[src/ghash_pkg.sv]
package ghash_pkg;

  localparam int unsigned BLOCK_BITS = 128;
  localparam int unsigned WORD_BITS  = 64;
  localparam int unsigned BYTE_BITS  = 8;
  localparam int unsigned BLOCK_BYTES = BLOCK_BITS / BYTE_BITS;
  localparam int unsigned POS_BITS   = $clog2(BLOCK_BYTES);
  localparam int unsigned CNT_BITS   = $clog2(BLOCK_BITS);

  // Reduction constant for x^128 + x^7 + x^2 + x + 1 in reflected order.
  localparam logic [BYTE_BITS-1:0] REDUCE_TOP = 8'hE1;

  typedef logic [BLOCK_BITS-1:0] block_t;
  typedef logic [WORD_BITS-1:0]  word_t;

  typedef enum logic [1:0] {
    OP_ABSORB   = 2'd0,
    OP_FINALIZE = 2'd1,
    OP_RESTART  = 2'd2,
    OP_UNUSED   = 2'd3
  } op_t;

  typedef enum logic [1:0] {
    CFG_KEY_HIGH = 2'd0,
    CFG_KEY_LOW  = 2'd1,
    CFG_NONE_2   = 2'd2,
    CFG_NONE_3   = 2'd3
  } cfg_index_t;

  typedef enum logic [1:0] {
    ST_IDLE,
    ST_MUL,
    ST_EMIT_HI,
    ST_EMIT_LO
  } state_t;

endpackage

[src/ghash_mul.sv]
module ghash_mul import ghash_pkg::*; (
  input  logic   clk,
  input  logic   rst,
  input  logic   start,
  input  block_t a,
  input  block_t h,
  output logic   done,
  output block_t product
);

  block_t x;
  block_t z;
  block_t v;
  logic [CNT_BITS-1:0] cnt;
  logic busy;

  block_t z_next;
  block_t v_next;

  // One bit of a per cycle, most significant first.
  always_comb begin
    z_next = x[BLOCK_BITS-1] ? (z ^ v) : z;
    v_next = v >> 1;
    if (v[0]) begin
      v_next[BLOCK_BITS-1 -: BYTE_BITS] = v_next[BLOCK_BITS-1 -: BYTE_BITS] ^ REDUCE_TOP;
    end
  end

  always_ff @(posedge clk) begin
    if (rst) begin
      busy <= 1'b0;
      done <= 1'b0;
      cnt  <= '0;
    end else begin
      done <= 1'b0;
      if (start) begin
        busy <= 1'b1;
        cnt  <= '0;
      end else if (busy) begin
        cnt <= cnt + 1'b1;
        if (cnt == CNT_BITS'(BLOCK_BITS - 1)) begin
          busy <= 1'b0;
          done <= 1'b1;
        end
      end
    end
  end

  always_ff @(posedge clk) begin
    if (start) begin
      x <= a;
      z <= '0;
      v <= h;
    end else if (busy) begin
      x <= x << 1;
      z <= z_next;
      v <= v_next;
    end
  end

  assign product = z;

endmodule

[src/ghash_gf128_authenticator.sv]
// GHASH authenticator over GF(2^128), as used by GCM.
// Input stream (s_axis_*): tuser carries the op code, tdata[7:0] the message
// byte. Op absorb XORs the byte into the accumulator Y at the running byte
// position; op finalize emits the token; op restart clears Y and the
// position; op code 3 is dropped without effect.
// Output stream (m_axis_*): two transactions per finalize, tdata carrying a
// 64-bit big-endian half of Y, high half first, tlast on the low half.
// Configuration (cfg_*): index 0 writes key bytes 0..7, index 1 bytes 8..15;
// cfg_ready is always high. Write the key only while the block is idle.
// Sequence: the sixteenth byte of a block starts a bit-serial multiply by H
// that walks one bit of Y per cycle. A finalize with a partial block adds
// the same multiply, then loads the two halves into the output register,
// one per cycle as the receiver takes them.
// Reset clears Y, the position, the key and any pending output; the block
// is ready for input on the first cycle after reset.
// A stalled receiver holds the high half in the output register; the low
// half waits until it is taken. Once the low half is loaded the input side
// reopens, so absorbing continues while the last word still waits.
module ghash_gf128_authenticator import ghash_pkg::*; (
  input  logic        clk,
  input  logic        rst,
  // Input stream
  input  logic        s_axis_tvalid,
  output logic        s_axis_tready,
  input  logic [7:0]  s_axis_tdata,   // [7:0] data_byte
  input  logic [1:0]  s_axis_tuser,   // [1:0] op
  // Output stream
  output logic        m_axis_tvalid,
  input  logic        m_axis_tready,
  output logic [63:0] m_axis_tdata,   // [63:0] token_word
  output logic        m_axis_tlast,   // last_word
  // Configuration writes
  input  logic        cfg_valid,
  output logic        cfg_ready,
  input  logic [1:0]  cfg_index,
  input  logic [63:0] cfg_data
);

  state_t state;
  state_t state_next;

  block_t y;
  block_t y_absorb;
  block_t key;
  logic [POS_BITS-1:0] pos;
  logic finalize_pending;

  logic in_fire;
  op_t  op;
  logic out_free;
  logic mul_start;
  logic mul_done;
  block_t mul_product;

  logic load_hi;
  logic load_lo;

  assign op        = op_t'(s_axis_tuser);
  assign in_fire   = s_axis_tvalid && s_axis_tready;
  assign out_free  = !m_axis_tvalid || m_axis_tready;
  assign cfg_ready = 1'b1;

  // XOR the byte into Y; byte position 0 is the most significant byte.
  always_comb begin
    y_absorb = y;
    for (int i = 0; i < BLOCK_BYTES; i++) begin
      if (pos == POS_BITS'(BLOCK_BYTES - 1 - i)) begin
        y_absorb[i*BYTE_BITS +: BYTE_BITS] = y[i*BYTE_BITS +: BYTE_BITS] ^ s_axis_tdata;
      end
    end
  end

  // Multiply on the last byte of a block, or on finalize of a partial block.
  always_comb begin
    mul_start = 1'b0;
    if (in_fire) begin
      case (op)
        OP_ABSORB:   mul_start = (pos == POS_BITS'(BLOCK_BYTES - 1));
        OP_FINALIZE: mul_start = (pos != '0);
        default:     mul_start = 1'b0;
      endcase
    end
  end

  ghash_mul u_mul (
    .clk     (clk),
    .rst     (rst),
    .start   (mul_start),
    .a       ((in_fire && op == OP_ABSORB) ? y_absorb : y),
    .h       (key),
    .done    (mul_done),
    .product (mul_product)
  );

  // Next state
  always_comb begin
    state_next = state;
    case (state)
      ST_IDLE: begin
        if (in_fire && op == OP_FINALIZE) begin
          state_next = mul_start ? ST_MUL : ST_EMIT_HI;
        end else if (mul_start) begin
          state_next = ST_MUL;
        end
      end
      ST_MUL: begin
        if (mul_done) begin
          state_next = finalize_pending ? ST_EMIT_HI : ST_IDLE;
        end
      end
      ST_EMIT_HI: begin
        if (out_free) begin
          state_next = ST_EMIT_LO;
        end
      end
      ST_EMIT_LO: begin
        if (out_free) begin
          state_next = ST_IDLE;
        end
      end
      default: state_next = ST_IDLE;
    endcase
  end

  // Outputs of the state machine
  always_comb begin
    s_axis_tready = 1'b0;
    load_hi       = 1'b0;
    load_lo       = 1'b0;
    case (state)
      ST_IDLE:    s_axis_tready = 1'b1;
      ST_MUL:     s_axis_tready = 1'b0;
      ST_EMIT_HI: load_hi = out_free;
      ST_EMIT_LO: load_lo = out_free;
      default:    s_axis_tready = 1'b0;
    endcase
  end

  always_ff @(posedge clk) begin
    if (rst) begin
      state            <= ST_IDLE;
      y                <= '0;
      pos              <= '0;
      key              <= '0;
      finalize_pending <= 1'b0;
      m_axis_tvalid    <= 1'b0;
    end else begin
      state <= state_next;

      if (cfg_valid && cfg_ready) begin
        case (cfg_index_t'(cfg_index))
          CFG_KEY_HIGH: key[BLOCK_BITS-1 -: WORD_BITS] <= cfg_data;
          CFG_KEY_LOW:  key[WORD_BITS-1:0]             <= cfg_data;
          default:      ;
        endcase
      end

      if (in_fire) begin
        case (op)
          OP_ABSORB: begin
            y   <= y_absorb;
            pos <= pos + 1'b1;
          end
          OP_FINALIZE: begin
            finalize_pending <= 1'b1;
            pos              <= '0;
          end
          OP_RESTART: begin
            y   <= '0;
            pos <= '0;
          end
          default: ;
        endcase
      end

      if (mul_done) begin
        y <= mul_product;
      end

      if (load_lo) begin
        finalize_pending <= 1'b0;
      end

      if (load_hi || load_lo) begin
        m_axis_tvalid <= 1'b1;
      end else if (m_axis_tready) begin
        m_axis_tvalid <= 1'b0;
      end
    end
  end

  // Output payload: no reset needed
  always_ff @(posedge clk) begin
    if (load_hi) begin
      m_axis_tdata <= y[BLOCK_BITS-1 -: WORD_BITS];
      m_axis_tlast <= 1'b0;
    end else if (load_lo) begin
      m_axis_tdata <= y[WORD_BITS-1:0];
      m_axis_tlast <= 1'b1;
    end
  end

endmodule

[config.mk]
export PLATFORM = sky130hd
export DESIGN_NAME = ghash_gf128_authenticator
export DESIGN_NICKNAME = d
export VERILOG_FILES = /design/src/ghash_pkg.sv /design/src/ghash_mul.sv /design/src/ghash_gf128_authenticator.sv
export SDC_FILE = /design/constraint.sdc
export NUM_CORES = 1
export LEC_CHECK = 0
export ABC_AREA = 1
export BUFFER_PORTS_ARGS = -buffer_cell sky130_fd_sc_hd__buf_4
export CAP_MARGIN = 20
export CELL_PAD_IN_SITES_DETAIL_PLACEMENT = 1
export CELL_PAD_IN_SITES_GLOBAL_PLACEMENT = 2
export CORE_MARGIN = 2
export CORE_UTILIZATION = 35
export CTS_CLUSTER_DIAMETER = 120
export DETAILED_ROUTE_END_ITERATION = 8
export PLACE_DENSITY_LB_ADDON = 0.15
export SETUP_SLACK_MARGIN = 0.2
export SLEW_MARGIN = 20
export SYNTH_ARGS = -nofsm -noshare
export SYNTH_HDL_FRONTEND = slang
export SYNTH_SLANG_ARGS = --single-unit
[constraint.sdc]
create_clock -name clk -period 8.7 [get_ports clk]
set_clock_uncertainty 0.1 [all_clocks]
set_input_delay 0.87 -clock clk [delete_from_list [all_inputs] [get_ports clk]]
set_output_delay 0.87 -clock clk [all_outputs]
set_load 0.01 [all_outputs]
==> results of run 1 <==
[logic make-up (layout without fill, tap and decap cells)]
family                     after synthesis  count (layout)  synth area share (%)
other                                    1               1                0.0114
AOI/OAI and AO/OA                      813             813                  12.7
buffers and inverters                  391             477                  5.10
DFF                                    722             722                  53.5
xor gates and xnor gates                41              41                  1.09
and+or+nand+nor                       2250            2250                  27.2
adders and majority gates                9               9                 0.341
[placed cells by master, fill, tap and decap left out, types with 4 or more instances in the layout]
master        n
nand2_1    1465
nor2_1      558
a21oi_1     419
dfxtp_1     401
edfxtp_1    320
o21ai_0     294
buf_4       172
inv_1       130
or2_2       128
a31oi_1      95
clkbuf_16    86
nand3_1      53
xor2_1       35
clkinv_2     23
clkinv_1     21
clkbuf_1     20
nand3b_1     16
ha_1          9
clkbuf_8      8
nor2_4        7
xnor2_1       6
nor2_2        6
inv_2         4
nand2_2       4
nor3_1        4
bufinv_16     4
[area by class of cell]
class	count	area, um2	share of cell area, %
flip-flops and latches	722	17700	47.1
multi-input cells	3114	13700	36.5
clock buffers	114	2340	6.23
well taps	1254	1570	4.18
repair buffers	175	1350	3.60
inverters	146	559	1.49
clock inverters	42	335	0.894
[path summary, 6_finish.rpt]
path,start,to,slack [ps],depth (start not counted)
min,cfg_data[12],key[12],360,3
max reg2reg,pos[0],u_mul.v[31],4590,10
min reg2reg,u_mul.cnt[6],u_mul.done,370,2
max,pos[0],u_mul.v[31],4590,10
[flip-flops by register name, indices dropped and copies added, names as in the netlist, 2 cells and up]
name / cells
key: 128
u_mul.product: 128
u_mul.v: 128
u_mul.x: 128
y: 128
m_axis_tdata: 64
u_mul.cnt: 7
pos: 4
state: 2
[stage by stage]
stage / worst slack, ps / power [uW] / std cells
after global placement: 4400 / 5840 / 5411
after floorplan: 738 / 5340 / 4227
after detailed placement: 4260 / 5900 / 5411
after CTS: 4550 / 9430 / 5567
final: 4590 / 9320 / 5567
after global routing: 4220 / 9770 / 5567
[routing by layer]
layer	GRT usage (%)	wire length, um	up-vias
met3	4.17	7140	134
met2	32.8	46700	664
met4	6.40	2640	0
met5	0	0	-
li1	-	-	13806
met1	37.3	60500	13824
[worst max-delay path, delay by kind of cell, from the launching register on]
family,cells,cell delay (ps)
flip-flops,1,410
buffers and inverters,3,1560
AND/OR/NAND/NOR,6,1240
adder cells (fa/ha/maj),1,220
[power by group through the flow]
| stage | Combinational (uW) | Sequential (uW) | Clock (uW) |
|---|---|---|---|
| 4_1_cts | 1400 | 4450 | 3590 |
| 5_1_grt | 1540 | 4510 | 3710 |
| 3_5_place_dp | 1390 | 4510 | 0 |
| 2_1_floorplan | 874 | 4470 | 0 |
| 6_report | 1370 | 4450 | 3500 |
| 3_3_place_gp | 1350 | 4480 | 0 |
==> reports/summary.txt, run 1 <==
site row count: 112
grt total ovfl: 0
clock slew at reported path FFs: 70 ps
RSZ-0062 raised after global routing: no
Core Area: 93300 um2
worst path arrival time: 4510 ps
die height: 311 um
Max FO, Critical Path: 203
maximum vdd drop: 124 uV
Initial Util: 35.3%
All-Layer GR Usage: 23.7%
root buffer cell: clkbuf_16
Hold Slack: 362 ps
routability cong.: 0.809
Logic pwr share: 14.7%
top post-synthesis cells by count: nand2_1 (1468), nor2_1 (560), a21oi_1 (419)
Vias per Instance: 5.11
Layout Utilization: 40.2%
detailed-route via count: 28428
syn_area_per_cell: 7.80 um2
clk_lat worst skew: 640 ps
most frequent cell after synthesis: nand2_1
maximum clock insertion buffer count: 3
Net Sw Frac: 29.5%
Num CTS Buffers: 84
switching power total: 2750 uW
drt pass-1 iters: 5
area delta synth->final: 13.7%
setup_tns: 0 ps
synthesized area: 33000 um2
IO buf count: 147
YS warnings: 0
die area: 96700 um2
fillers: 11384
slew margin rel.: 26.5%
drt total wl: 117000 um
I/O pins: 149
initial antenna violation count: 2
CP required: 9100 ps
PD cells: 248 nW/um2
critical path, cell by cell: inv_1 -> ha_1 -> nand2_1 -> nand2_1 -> nand2_1 -> nand2_8 -> inv_8 -> buf_12 -> nand2_1 -> nand2_1
Cells after Synth: 4227
share of layout cells above drive strength 1: 10.6%
max-cap viol count: 0
Synth Flop Type: dfxtp_1
first-pass GRT wire length: 177000 um
post-route cell area: 37500 um2
status: finished, final reports clean
Hold Violations, Final: 0
worst-margin pin slew: 1100 ps
drt drc: 0
Pleak: 0.0141 uW
fin crit share: 47.3%
antenna-violating nets left: 0
Reg power frac: 47.7%
synth unique cells: 30
Post-CTS Setup Inserts: 0
Post-synth ARST share: 0%
Final setup viols: 0
post-synth top area share: 29.1%
CTS tree: built
Final #Nets: 4333
drt wl/cell: 21.0 um
Clock power frac: 37.6%
CTS sink cnt: 722
largest area contributor in the netlist: edfxtp_1
Synth area leaders: edfxtp_1 (29%), dfxtp_1 (24%), nand2_1 (17%), nor2_1 (6.4%), a21oi_1 (6.4%)
Worst setup SP type: register
crit end category: register
critical path's slowest cell: inv_8
hpwl dp: 74400 um
post-synthesis sequential area ratio: 53.5%
largest net degree at the start of global routing: 204
Post-CTS Resized: 0
number of global-route vias before repair: 27463
placed inst area: 34800 um2
Die X: 311 um
HP Class: in2reg
FF+latch count, synth: 722
Max Slew Vio Count: 0
fmax: 243 MHz
crit-path max cell delay: 820 ps
number of synthesized flops with an enable pin: 320
CP most frequent cell: nand2_1
fin crit period: 4110 ps
P_int: 6570 uW
crit path kind: reg2reg
1st-iter DRT viols: 2152
H-tree depth: 3
Post-Syn Nets: 4317
# hold bufs at CTS: 0
ANT cells: 0
Power figures use the tool's default switching activity.
==> run 2: changes to the inputs <==
Settings changed: CORE_UTILIZATION 35 to 33.
Clock period 8.7 ns to 3.45 ns, I/O delays scaled along.
==> run 2 against run 1 <==
Utilization decreased by 0.70 points. Sequential power rose to 2.5 times the previous value. Critical path type unchanged. Combinational power increased to 2.7 times the previous value. Final area up 3.9%.
==> reports/summary.txt, run 2 (synthesis results as in run 1) <==
Pleak: 0.0148 uW (was 0.0141 uW)
Post-CTS Setup Inserts: 0 (unchanged)
antenna-violating nets left: 0 (unchanged)
R2R Setup Slk: 820 ps (was 4590 ps)
most frequent cells in the layout: nand2_1 (1465), nor2_1 (558), a21oi_1 (419) (unchanged)
Hold Violations, Final: 0 (unchanged)
share of layout cells above drive strength 1: 11.5% (was 10.6%)
Die X: 320 um (was 311 um)
max-cap viol count: 0 (unchanged)
Post-CTS Resized: 0 (unchanged)
Logic pwr share: 15.7% (was 14.7%)
hpwl dp: 79200 um (was 74400 um)
P_int: 16800 uW (was 6570 uW)
most common cell after layout, fill and taps aside: nand2_1 (unchanged)
Reg power frac: 47.1% (was 47.7%)
Max FO, Critical Path: 83 (was 203)
CTS sink cnt: 722 (unchanged)
Num CTS Buffers: 86 (was 84)
Hold Slack: 36.6 ps (was 362 ps)
Initial Util: 33.4% (was 35.3%)
PD cells: 613 nW/um2 (was 248 nW/um2)
routability cong.: 0.825 (was 0.809)
status: finished, final reports clean (unchanged)
fin crit period: 2630 ps (was 4110 ps)
maximum vdd drop: 350 uV (was 124 uV)
grt total ovfl: 0 (unchanged)
clk_lat worst skew: 670 ps (was 640 ps)
final non-filler cell total: 5725 (was 5567)
CTS tree: built (unchanged)
1st-iter DRT viols: 2376 (was 2152)
site row count: 115 (was 112)
drt pass-1 iters: 5 (unchanged)
RSZ-0062 raised after global routing: no (unchanged)
worst-margin pin slew: 1100 ps (about the same)
worst path arrival time: 3060 ps (was 4510 ps)
largest net degree at the start of global routing: 131 (was 204)
crit path kind: reg2reg (unchanged)
IO buf count: 147 (unchanged)
number of global-route vias before repair: 28144 (was 27463)
HP Class: in2reg (unchanged)
R2R cell count: 9 (was 10)
Final #Nets: 4452 (was 4333)
switching power total: 7110 uW (was 2750 uW)
I/O pins: 149 (unchanged)
Core Area: 98700 um2 (was 93300 um2)
slew margin rel.: 26.7% (was 26.5%)
CP required: 3870 ps (was 9100 ps)
post-route cell area: 39000 um2 (was 37500 um2)
first-pass GRT wire length: 182000 um (was 177000 um)
drt total wl: 120000 um (was 117000 um)
# hold bufs at CTS: 64 (was 0)
clock slew at reported path FFs: 50 ps (was 70 ps)
All-Layer GR Usage: 23.2% (was 23.7%)
area delta synth->final: 18.2% (was 13.7%)
die height: 320 um (was 311 um)
crit end category: register (unchanged)
Worst setup SP type: register (unchanged)
fillers: 11916 (was 11384)
placed cells: 5497 (was 5411)
detailed-route via count: 28900 (was 28428)
Final setup viols: 0 (unchanged)
setup_tns: 0 ps (unchanged)
drt wl/cell: 21.0 um (about the same)
die area: 102000 um2 (was 96700 um2)
Clock power frac: 37.2% (was 37.6%)
worst hold stages: 4 (was 3)
root buffer cell: clkbuf_16 (unchanged)
maximum clock insertion buffer count: 3 (unchanged)
H-tree depth: 3 (unchanged)
fin crit share: 76.3% (was 47.3%)
placed inst area: 35600 um2 (was 34800 um2)
Vias per Instance: 5.05 (was 5.11)
Net Sw Frac: 29.7% (was 29.5%)
drt drc: 0 (unchanged)
initial antenna violation count: 2 (unchanged)
fmax: 380 MHz (was 243 MHz)
Max Slew Vio Count: 0 (unchanged)
==> run 2: final cells by class <==
cell class                 instances  area, um2  share of cell area (%)
antenna                            2       5.00                  0.0128
timing repair buffer             292       2700                    6.93
clock inverter                    27        195                   0.501
sequential                       722      17700                    45.3
inverter                         146        559                    1.43
multi-input combinational       3114      13700                    35.2
tap                             1287       1610                    4.13
clock buffer                     135       2530                    6.49
==> run 2: final timing paths <==
kind                  endpoint          start
setup / recovery   u_mul.v[17]         pos[0]
hold / removal    m_axis_tlast  m_axis_tready
setup reg to reg   u_mul.v[17]         pos[0]
hold reg to reg     u_mul.done   u_mul.cnt[6]
==> run 2: power groups by stage <==
| stage | clock network, uW | logic (uW) | registers [uW] |
|---|---|---|---|
| after floorplan | 0 | 2210 | 11200 |
| after global placement | 0 | 3640 | 11400 |
| after detailed placement | 0 | 3730 | 11400 |
| after CTS | 9120 | 3800 | 11200 |
| after global routing | 9450 | 4190 | 11400 |
| final | 8890 | 3750 | 11300 |
==> run 2: critical path: stages, from the launching register on <==
cell	delay (ps)
dfxtp_1	360
inv_1	120
ha_1	180
nand2_1	250
nand2_1	130
nand2_1	140
nand2_8	170
buf_4	690
nand2_1	130
nand2_1	120
==> run 2: routing by layer <==
layer,track usage [%],vias up,share of wire [%]
li1,-,14065,-
met1,36.5,14102,53
met4,5.97,0,2.1
met3,3.15,132,4.8
met2,32.7,601,40
met5,0,-,0
==> run 2: metrics by stage <==
| stage | utilization (%) | setup WS (ps) | power, uW |
|---|---|---|---|
| 2_1_floorplan | - | 690 | 13400 |
| 3_3_place_gp | 36.1 | 834 | 15000 |
| 6_report | 39.5 | 817 | 23900 |
| 4_1_cts | 39.5 | 816 | 24200 |
| 3_5_place_dp | 36.1 | 806 | 15100 |
| 5_1_grt | 39.5 | 538 | 25000 |
==> run 3: changes to the inputs <==
Settings changed: CORE_UTILIZATION 33 to 35.
Clock period 3.45 ns to 2.76 ns, I/O delays scaled along.
==> run 3 against run 2 <==
Clock power up 27%. Wire length fell by 3.2%. Hold slack better by 23 ps. Final cell count is 0.61% lower. Sequential cell count stayed put. Combinational power is 23% higher. Register-to-register slack worse by 350 ps. Sequential power is 25% higher. Final area up 0.15%. Setup slack got worse by 350 ps. Critical endpoint is now u_mul.x[75]. Largest power group unchanged.
==> reports/summary.txt, run 3 (synthesis results as in run 1) <==
H-tree depth: 3 (unchanged)
worst path arrival time: 2580 ps (was 3060 ps)
crit-path max cell delay: 370 ps (was 690 ps)
first-pass GRT wire length: 179000 um (was 182000 um)
detailed-route via count: 28727 (was 28900)
drt wl/cell: 20.5 um (was 21.0 um)
fin crit period: 2290 ps (was 2630 ps)
fillers: 11330 (was 11916)
crit end category: register (unchanged)
CP required: 3050 ps (was 3870 ps)
crit path kind: reg2reg (unchanged)
clock slew at reported path FFs: 60 ps (was 50 ps)
drt pass-1 iters: 5 (unchanged)
I/O pins: 149 (unchanged)
root buffer cell: clkbuf_16 (unchanged)
critical path's slowest cell: dfxtp_2 (was buf_4)
drt drc: 0 (unchanged)
All-Layer GR Usage: 23.8% (was 23.2%)
Final setup viols: 0 (unchanged)
most common cell after layout, fill and taps aside: nand2_1 (unchanged)
1st-iter DRT viols: 2115 (was 2376)
slew margin rel.: 38.4% (was 26.7%)
register area: 17700 um2 (about the same)
antenna-violating nets left: 0 (unchanged)
maximum vdd drop: 458 uV (was 350 uV)
CP bufs+invs: 2 (unchanged)
most frequent cells in the layout: nand2_1 (1464), nor2_1 (557), a21oi_1 (419) (was nand2_1 (1465), nor2_1 (558), a21oi_1 (419))
CTS tree: built (unchanged)
max-cap viol count: 0 (unchanged)
CP most frequent cell: a21oi_1 (was nand2_1)
Num CTS Buffers: 85 (was 86)
Worst setup SP type: register (unchanged)
HP Class: in2reg (unchanged)
clk_lat worst skew: 650 ps (was 670 ps)
Hold Violations, Final: 0 (unchanged)
share of layout cells above drive strength 1: 11.8% (was 11.5%)
PD cells: 768 nW/um2 (was 613 nW/um2)
drt total wl: 116000 um (was 120000 um)
Final #Nets: 4456 (was 4452)
fin crit share: 83.0% (was 76.3%)
Initial Util: 35.3% (was 33.4%)
Pleak: 0.0148 uW (about the same)
critical path, cell by cell: ha_1 -> nand4_1 -> nand2_1 -> nand2_8 -> buf_12 -> buf_4 -> a21oi_1 -> a21oi_1 (was inv_1 -> ha_1 -> nand2_1 -> nand2_1 -> nand2_1 -> nand2_8 -> buf_4 -> nand2_1 -> nand2_1)
hpwl dp: 77300 um (was 79200 um)
Max Slew Vio Count: 0 (unchanged)
Core Area: 93300 um2 (was 98700 um2)
maximum clock insertion buffer count: 3 (unchanged)
Max FO, Critical Path: 59 (was 83)
number of global-route vias before repair: 28300 (was 28144)
Die X: 311 um (was 320 um)
IO buf count: 147 (unchanged)
Total Power: 30000 uW (was 23900 uW)
die area: 96700 um2 (was 102000 um2)
routability cong.: 0.831 (was 0.825)
Largest delay share family, worst path: simple AND/OR/NAND/NOR gates (unchanged)
site row count: 112 (was 115)
die height: 311 um (was 320 um)
Post-CTS Setup Inserts: 0 (unchanged)
largest net degree at the start of global routing: 131 (unchanged)
status: finished, final reports clean (unchanged)
Vias per Instance: 5.05 (about the same)
setup_tns: 0 ps (unchanged)
CTS sink cnt: 722 (unchanged)
initial antenna violation count: 1 (was 2)
worst-margin pin slew: 924 ps (was 1100 ps)
RSZ-0062 raised after global routing: no (unchanged)
grt total ovfl: 0 (unchanged)
fmax: 437 MHz (was 380 MHz)
ANT cells: 0 (was 2)
Multi-input gate area: 13700 um2 (about the same)
area delta synth->final: 18.3% (was 18.2%)
## run 3: through the flow
stage	util, %	hold WS (ps)	setup slack (ps)	instances	instance area, um2
after global routing	41.8	103	246	5690	39000
after detailed placement	38.2	358	337	5468	35600
final	41.8	59.9	470	5690	39000
after CTS	41.8	23.5	305	5690	39000
after global placement	38.2	352	359	5468	35600
after floorplan	-	311	179	4227	33000
## run 3: timing repair
action,4_1_cts,5_1_grt
setup endpoints to repair,0,5
resized for setup,0,1
endpoints found under the hold margin,131,0
hold buffers,65,0
## run 3: layout make-up
| cell class | count | area share [%] |
|---|---|---|
| well taps | 1254 | 4.02 |
| flip-flops and latches | 722 | 45.2 |
| multi-input cells | 3114 | 35.2 |
| clock inverters | 18 | 0.449 |
| repair buffers | 297 | 7.03 |
| inverters | 146 | 1.43 |
| clock buffers | 139 | 6.64 |
## run 3: tightest hold or removal path, cell delays in order
cell	delay, ps
buf_4	90
ha_1	150
inv_1	80
nand3_1	90
a21oi_1	60
## run 3: final timing paths
kind                                       from          end  slack, ps  cells after the start
worst min register to register     u_mul.cnt[6]   u_mul.done        370                      2
worst max-delay path                     pos[0]  u_mul.x[75]        470                      8
worst max register to register           pos[0]  u_mul.x[75]        470                      8
worst min-delay path            s_axis_tuser[0]       pos[0]         60                      5
## run 3: routing by layer
metal  up-vias  GRT usage (%)  share of wire (%)
met5         -              0              0.010
met4         2           6.62                2.3
met3       143           3.36                5.4
met2       644           33.4                 40
met1     13875           37.3                 52
li1      14063              -                  -
## run 3: power breakdown
part | internal [uW] | leakage [uW] | total, uW | switching, uW
Combinational | 1640 | 0.00725 | 4620 | 2980
Clock | 6600 | 0.00136 | 11300 | 4670
Sequential | 13000 | 0.00622 | 14100 | 1080
